===== src/sv/arst_pkg.sv =====
// Shared types and constants for the affine range update / range sum tree.
// Used by the controller, the datapath, the multiplier and the top level.
// Depends on nothing.
package arst_pkg;

  localparam int unsigned MAX_LEN_DEF    = 1024;
  localparam int unsigned TREE_NODES_DEF = 4096;

  localparam int unsigned IDX_W   = 10;
  localparam int unsigned LEN_W   = 11;
  localparam int unsigned DATA_W  = 64;
  localparam int unsigned HALF_W  = DATA_W / 2;
  localparam int unsigned TDATA_W = 152;
  localparam int unsigned OUT_W   = 64;

  // Walk stack of the tree traversal.
  localparam int unsigned STACK_DEPTH = 24;
  localparam int unsigned STK_IW      = $clog2(STACK_DEPTH);
  localparam int unsigned SP_W        = $clog2(STACK_DEPTH + 1);

  // Operation codes carried in tuser.
  localparam logic FUNC_QUERY  = 1'b0;
  localparam logic FUNC_UPDATE = 1'b1;

  typedef enum logic [1:0] {ADDR_CUR, ADDR_LEFT, ADDR_RIGHT, ADDR_CLEAR} addr_sel_t;
  typedef enum logic [1:0] {LATCH_NONE, LATCH_CUR, LATCH_WORK, LATCH_LSUM} latch_sel_t;
  typedef enum logic [1:0] {LEN_NODE, LEN_LCHILD, LEN_RCHILD} len_sel_t;
  typedef enum logic [1:0] {MSEL_SUM, MSEL_LEN, MSEL_PMUL, MSEL_PADD} mul_sel_t;
  typedef enum logic [1:0] {WR_WORK, WR_IDENT, WR_PHASE, WR_CLEAR} wr_kind_t;

  // Commands from the controller to the datapath.
  typedef struct packed {
    logic       load_item;
    logic       clr_restart;
    logic       clr_step;
    logic       pop;
    logic       rd_en;
    addr_sel_t  addr_sel;
    latch_sel_t latch;
    logic       map_par;
    logic       map_item;
    logic       len_load;
    len_sel_t   len_sel;
    logic       mul_start;
    logic       mul_store;
    mul_sel_t   mul_sel;
    logic       wr_en;
    wr_kind_t   wr_kind;
    logic       push_children;
    logic       acc_add;
    logic       out_load;
  } arst_cmd_t;

  // Status from the datapath to the controller.
  typedef struct packed {
    logic stack_empty;
    logic node_bad;
    logic phase;
    logic has_children;
    logic child_ok;
    logic par_identity;
    logic disjoint;
    logic covered;
    logic is_update;
    logic room;
    logic mul_done;
    logic clr_last;
  } arst_status_t;

endpackage


===== src/sv/arst_ctrl.sv =====
// Controller state machine for the tree walk, map push-down and clearing pass.
// Issues arst_cmd_t to the datapath and reads arst_status_t; uses arst_pkg.
module arst_ctrl
  import arst_pkg::*;
(
  input  logic         clk,
  input  logic         rst,
  input  logic         cfg_fire,
  input  logic         in_fire,
  input  logic         out_ready,
  input  arst_status_t status,
  output arst_cmd_t    cmd,
  output logic         in_ready,
  output logic         out_valid
);

  typedef enum logic [4:0] {
    S_CLEAR, S_IDLE, S_POP, S_DECODE,
    S_PH_RDC, S_PH_LC, S_PH_LL, S_PH_LR, S_PH_WR,
    S_RDC, S_LC, S_PD_CHK, S_RDL, S_LL, S_RDR, S_LR,
    S_AP_GO, S_AP_WT, S_AP_WR, S_WID, S_CLS, S_CRD, S_CLT, S_FINISH
  } state_t;

  typedef enum logic [1:0] {RET_LEFT, RET_RIGHT, RET_CUR} ret_t;

  state_t   state, state_next;
  mul_sel_t ap_sel, ap_sel_next;
  ret_t     ret, ret_next;
  logic     out_valid_next;

  // Next state and commands.
  always_comb begin
    state_next     = state;
    ap_sel_next    = ap_sel;
    ret_next       = ret;
    out_valid_next = out_valid && !out_ready;
    cmd            = '0;
    cmd.addr_sel   = ADDR_CUR;
    cmd.latch      = LATCH_NONE;
    cmd.len_sel    = LEN_NODE;
    cmd.mul_sel    = ap_sel;
    cmd.wr_kind    = WR_WORK;
    case (state)
      S_CLEAR: begin
        cmd.clr_step = 1'b1;
        cmd.wr_en    = 1'b1;
        cmd.wr_kind  = WR_CLEAR;
        cmd.addr_sel = ADDR_CLEAR;
        if (status.clr_last) state_next = S_IDLE;
      end
      S_IDLE: begin
        if (in_fire) begin
          cmd.load_item = 1'b1;
          state_next    = S_POP;
        end
      end
      S_POP: begin
        if (status.stack_empty) begin
          state_next = status.is_update ? S_IDLE : S_FINISH;
        end else begin
          cmd.pop    = 1'b1;
          state_next = S_DECODE;
        end
      end
      S_DECODE: begin
        if (status.node_bad) state_next = S_POP;
        else if (status.phase) state_next = S_PH_RDC;
        else state_next = S_RDC;
      end
      // Recombine a node's sum from its two children.
      S_PH_RDC: begin
        cmd.rd_en  = 1'b1;
        state_next = S_PH_LC;
      end
      S_PH_LC: begin
        cmd.latch    = LATCH_CUR;
        cmd.rd_en    = 1'b1;
        cmd.addr_sel = ADDR_LEFT;
        state_next   = S_PH_LL;
      end
      S_PH_LL: begin
        cmd.latch    = LATCH_LSUM;
        cmd.rd_en    = 1'b1;
        cmd.addr_sel = ADDR_RIGHT;
        state_next   = S_PH_LR;
      end
      S_PH_LR: begin
        cmd.latch  = LATCH_WORK;
        state_next = S_PH_WR;
      end
      S_PH_WR: begin
        cmd.wr_en   = status.child_ok;
        cmd.wr_kind = WR_PHASE;
        state_next  = S_POP;
      end
      // Visit a node: read it, push its pending map to the children.
      S_RDC: begin
        cmd.rd_en  = 1'b1;
        state_next = S_LC;
      end
      S_LC: begin
        cmd.latch  = LATCH_CUR;
        state_next = S_PD_CHK;
      end
      S_PD_CHK: begin
        if (status.has_children && !status.par_identity) begin
          cmd.map_par = 1'b1;
          state_next  = S_RDL;
        end else begin
          state_next = S_CLS;
        end
      end
      S_RDL: begin
        cmd.rd_en    = 1'b1;
        cmd.addr_sel = ADDR_LEFT;
        cmd.len_load = 1'b1;
        cmd.len_sel  = LEN_LCHILD;
        state_next   = S_LL;
      end
      S_LL: begin
        cmd.latch   = LATCH_WORK;
        ap_sel_next = MSEL_SUM;
        ret_next    = RET_LEFT;
        state_next  = S_AP_GO;
      end
      S_RDR: begin
        cmd.rd_en    = 1'b1;
        cmd.addr_sel = ADDR_RIGHT;
        cmd.len_load = 1'b1;
        cmd.len_sel  = LEN_RCHILD;
        state_next   = S_LR;
      end
      S_LR: begin
        cmd.latch   = LATCH_WORK;
        ap_sel_next = MSEL_SUM;
        ret_next    = RET_RIGHT;
        state_next  = S_AP_GO;
      end
      // Apply map (m, a) to the work entry: four multiplies in turn.
      S_AP_GO: begin
        cmd.mul_start = 1'b1;
        state_next    = S_AP_WT;
      end
      S_AP_WT: begin
        cmd.mul_store = 1'b1;
        if (status.mul_done) begin
          if (ap_sel == MSEL_PADD) begin
            state_next = S_AP_WR;
          end else begin
            ap_sel_next = mul_sel_t'(ap_sel + 2'd1);
            state_next  = S_AP_GO;
          end
        end
      end
      S_AP_WR: begin
        cmd.wr_en = 1'b1;
        case (ret)
          RET_LEFT: begin
            cmd.addr_sel = ADDR_LEFT;
            state_next   = S_RDR;
          end
          RET_RIGHT: begin
            cmd.addr_sel = ADDR_RIGHT;
            state_next   = S_WID;
          end
          default: begin
            cmd.addr_sel = ADDR_CUR;
            state_next   = S_POP;
          end
        endcase
      end
      S_WID: begin
        cmd.wr_en   = 1'b1;
        cmd.wr_kind = WR_IDENT;
        state_next  = S_CLS;
      end
      // Classify the node against the requested range.
      S_CLS: begin
        if (status.disjoint) begin
          state_next = S_POP;
        end else if (status.covered) begin
          if (status.is_update) begin
            state_next = S_CRD;
          end else begin
            cmd.acc_add = 1'b1;
            state_next  = S_POP;
          end
        end else begin
          cmd.push_children = status.room;
          state_next        = S_POP;
        end
      end
      S_CRD: begin
        cmd.rd_en  = 1'b1;
        state_next = S_CLT;
      end
      S_CLT: begin
        cmd.latch    = LATCH_WORK;
        cmd.map_item = 1'b1;
        cmd.len_load = 1'b1;
        cmd.len_sel  = LEN_NODE;
        ap_sel_next  = MSEL_SUM;
        ret_next     = RET_CUR;
        state_next   = S_AP_GO;
      end
      S_FINISH: begin
        if (!out_valid || out_ready) begin
          cmd.out_load   = 1'b1;
          out_valid_next = 1'b1;
          state_next     = S_IDLE;
        end
      end
      default: state_next = S_IDLE;
    endcase
    // A length write restarts the clearing pass.
    if (cfg_fire) begin
      cmd.clr_restart = 1'b1;
      state_next      = S_CLEAR;
    end
  end

  // State and registered outputs.
  always_ff @(posedge clk) begin
    if (rst) begin
      state     <= S_CLEAR;
      ap_sel    <= MSEL_SUM;
      ret       <= RET_LEFT;
      out_valid <= 1'b0;
    end else begin
      state     <= state_next;
      ap_sel    <= ap_sel_next;
      ret       <= ret_next;
      out_valid <= out_valid_next;
    end
  end

  assign in_ready = (state == S_IDLE);

endmodule


===== config.mk =====
export PLATFORM = sky130hd
export DESIGN_NAME = arst_ctrl
export DESIGN_NICKNAME = d
export VERILOG_FILES = /design/src/sv/arst_pkg.sv /design/src/sv/arst_ctrl.sv
export SDC_FILE = /design/constraint.sdc
export NUM_CORES = 1
export LEC_CHECK = 0
export BUFFER_PORTS_ARGS = -buffer_cell sky130_fd_sc_hd__buf_2
export CAP_MARGIN = 20
export CORE_ASPECT_RATIO = 1.1
export CORE_MARGIN = 1.5
export CORE_UTILIZATION = 48
export DETAILED_ROUTE_END_ITERATION = 6
export GPL_TIMING_DRIVEN = 0
export PLACE_DENSITY = 0.79
export SLEW_MARGIN = 20
export SYNTH_ARGS = -nofsm -noshare
export SYNTH_HDL_FRONTEND = slang
export SYNTH_SLANG_ARGS = --single-unit

===== constraint.sdc =====
create_clock -name clk -period 2.6 [get_ports clk]
set_clock_uncertainty 0.1 [all_clocks]
set_input_delay 0.13 -clock clk [delete_from_list [all_inputs] [get_ports clk]]
set_output_delay 0.13 -clock clk [all_outputs]
set_load 0.02 [all_outputs]

==> summary.md <==
| Metric | Value |
|---|---|
| Outcome | completed |
| Fmax | 0.434 GHz |
| Period utilization | 0.886 |
| Vias per Instance | 6.21 |
| Max IR drop VDD | 0.279 mV |
| Reg2Reg Setup Slack | 0.52 ns |
| Power density cells | 272 nW/um^2 |
| Unrepaired setup endpoints after global routing | false |
| Core area | 2060 sq um |
| Min-Delay Path Class | primary input to register |
| Slew headroom | 0.537 |
| Worst hold margin | between 0.1 and 0.15 ns |
| Worst-path fanout max | 10 |
| DRC violations left | 0 |
| Wire length per cell | between 15 and 20 um |
| Fraction of layout cells with a size suffix above 1 | 0.305 |
| Clock transition at the registers of the reported paths | roughly 0.08 ns |
| Placer Congestion | slightly above 0.9 |
| Ys flop type | dfxtp_1 |
| Critical Path AT | just over 2 ns |
| Distinct cells, synth | 49 |
| CP Class | register to output pin |
| Layout area overhead | 26.6% |
| CTS H-tree lvls | 1 |
| Period minus WS final | approximately 2.3 ns |
| Post-route cell area | about 1400 sq um |
| GR Overflow Total | 0 |
| Total CTS buffers | 3 |
| Worst skew pair latency | between 0.2 and 0.3 ns |
| Final hold violations | 0 |
| CTS sink count | 10 |
| Initial antenna violation count | 0 |
| Synth area leader | dfxtp_1 |
| CTS tree | built |
| PortBufs | 42 |
| N_diodes | 0 |
| Post-DP HPWL | 2720 um |
| Post-Synthesis Cells | 157 |
| Most common cell in the netlist | nor2_1 |
| Final Worst Setup Slack | 0.297 ns |
| Die ar. | 2560 sq um |
| Max_cap viols | 0 |
| Die W | 48.4 um |
| First-pass GRT wire length | 5670 um |
| Pre-CTS setup slack | about 0.38 ns |
| Root Driver | clkbuf_4 |
| Total Nets Final | approximately 220 |
| Post-synth EDFFs | 0 |
| Seq/Total Area, Yosys | 0.184 |
| Vias in the first global route | 1285 |
| Ports | 43 |
| Largest net degree at the start of global routing | 11 |
| Slowest stage delay, CP | about 0.44 ns |
| Leakage | 0.605 nW |
| # Post-CTS Setup Buffers | 0 |
| Synth Warn # | 0 |
| Critical Path, Cell by Cell | clkbuf_1, nand2_1, nor3_1, nor2_1, o31ai_1, buf_2 |
| Final WL | between 3000 and 4000 um |
| Placed cell areas | 1330 sq um |
| Initial Utilization | 0.527 |
| Row Count | 17 |
| Element type at the critical path end | output pin |
| DR iter-0 viols | 56 |
| Post-Synthesis Net Count | 175 |
| Top cells by area, synth | dfxtp_1, nor2_1, a21oi_1, o21ai_0, nand2b_1 |
| Register bit total from synthesis | 10 |
| Synthesized area | around 1100 sq um |
| Max Slew Vio Count | 0 |
| Final Setup Violations | 0 |
| Max Root-Sink Buffers | 2 |
| GRT Total Usage | 0.284 |
| Post-DRT Antenna Nets | 0 |
| Setup TNS | 0 ns |
| Delay-heaviest family, CP | simple AND/OR/NAND/NOR gates |
| Die Y | approximately 53 um |
| Worst Path Buf+Inv | 2 |
| Actual slew at the worst max-slew pin | 0.688 ns |
| Top cell type's share of synthesized area | 0.184 |
| Worst setup SP type | register |
| Final cell count without fillers | 231 |
| Async S/R FF share, synth | 0 |
| CP required | 2.37 ns |
| Worst path slowest cell | dfxtp_1 |
| Commonest cells post-synth | nor2_1, a21oi_1, dfxtp_1 |
| Synth Area per Inst | 6.93 sq um |
| Inst Count DP | 227 |
| DRT Pass-1 Iters | 4 |
| DR vias | around 1.4k |
## through the flow
stage,power [mW],util
floorplan,0.204,-
global placement,0.232,0.646
detailed placement,0.233,0.646
CTS,0.377,0.668
global route,0.388,0.667
finish,0.375,0.667
## registers in the layout, summed over array words and instances (netlist names)
name and cells:
out_valid 1, ap_sel 2, ret 2, state 5
## cells in the final DEF (no fill, tap or decap), types with 2 or more instances in the layout
cell type	n
nor4_1	5
a211oi_1	3
and3b_1	4
nor4b_1	2
buf_4	2
a41oi_1	2
inv_1	2
nor2_1	20
nand3_1	4
or3_1	2
a21oi_1	13
dfxtp_1	10
nand3b_1	4
or2_2	3
nand2_1	7
nor2b_1	6
nor4bb_1	2
a31oi_1	4
buf_2	46
clkbuf_4	3
a21o_1	3
o21ai_0	9
o31ai_1	2
clkbuf_1	5
nand2b_1	6
nor3_1	7
## path summary, 6_finish.rpt
kind | start | cells after the start | to
max | state[2] | 6 | cmd[17]
max reg2reg | state[0] | 5 | state[4]
min | out_ready | 3 | out_valid
min reg2reg | ap_sel[1] | 2 | ap_sel[1]
## what timing repair did
action	CTS	global route
setup endpoints to repair	0	4
hold buffers	1	0
hold endpoints to repair	5	0
gates resized for setup	0	2
## cell type report
class	instances	area (sq um)
multi-input combinational	130	811
fill	185	687
timing repair buffer	43	220
sequential	10	200
buffer	13	62.6
clock buffer	4	36.3
tap	28	35.0
inverter	3	11.3
## metal layers
metal | GRT usage | vias to the layer above | part of all wire
li1 | - | 679 | -
met1 | 0.349 | 642 | 0.41
met2 | 0.498 | 96 | 0.46
met3 | 0.0395 | 17 | 0.096
met4 | 0.138 | 0 | 0.036
met5 | 0 | - | 0
## cells by family after synthesis
group / after synthesis / synth area share
compound gates: 46 / 0.278
fa+ha+maj: 1 / 0.0115
xor+xnor: 1 / 0.00806
flops: 10 / 0.184
mux: 1 / 0.00921
simple gates: 81 / 0.438
buf+inv: 17 / 0.0702
## worst register-to-register path: cells and delay by family, from the launching register on
| family | cells | cell delay, ns |
|---|---|---|
| compound gates | 2 | 0.28 |
| buf+inv | 1 | 0.31 |
| flops | 1 | 0.44 |
| simple gates | 2 | 0.89 |
## where the power goes
part	total, mW	leakage [nW]	switching [mW]	internal, mW
registers	0.158	0.0808	0.00304	0.155
clock network	0.143	0.0210	0.0584	0.0850
logic	0.0727	0.503	0.0411	0.0316
total	0.375	0.605	0.103	0.272
No activity file was read; power rests on OpenSTA's default activity.
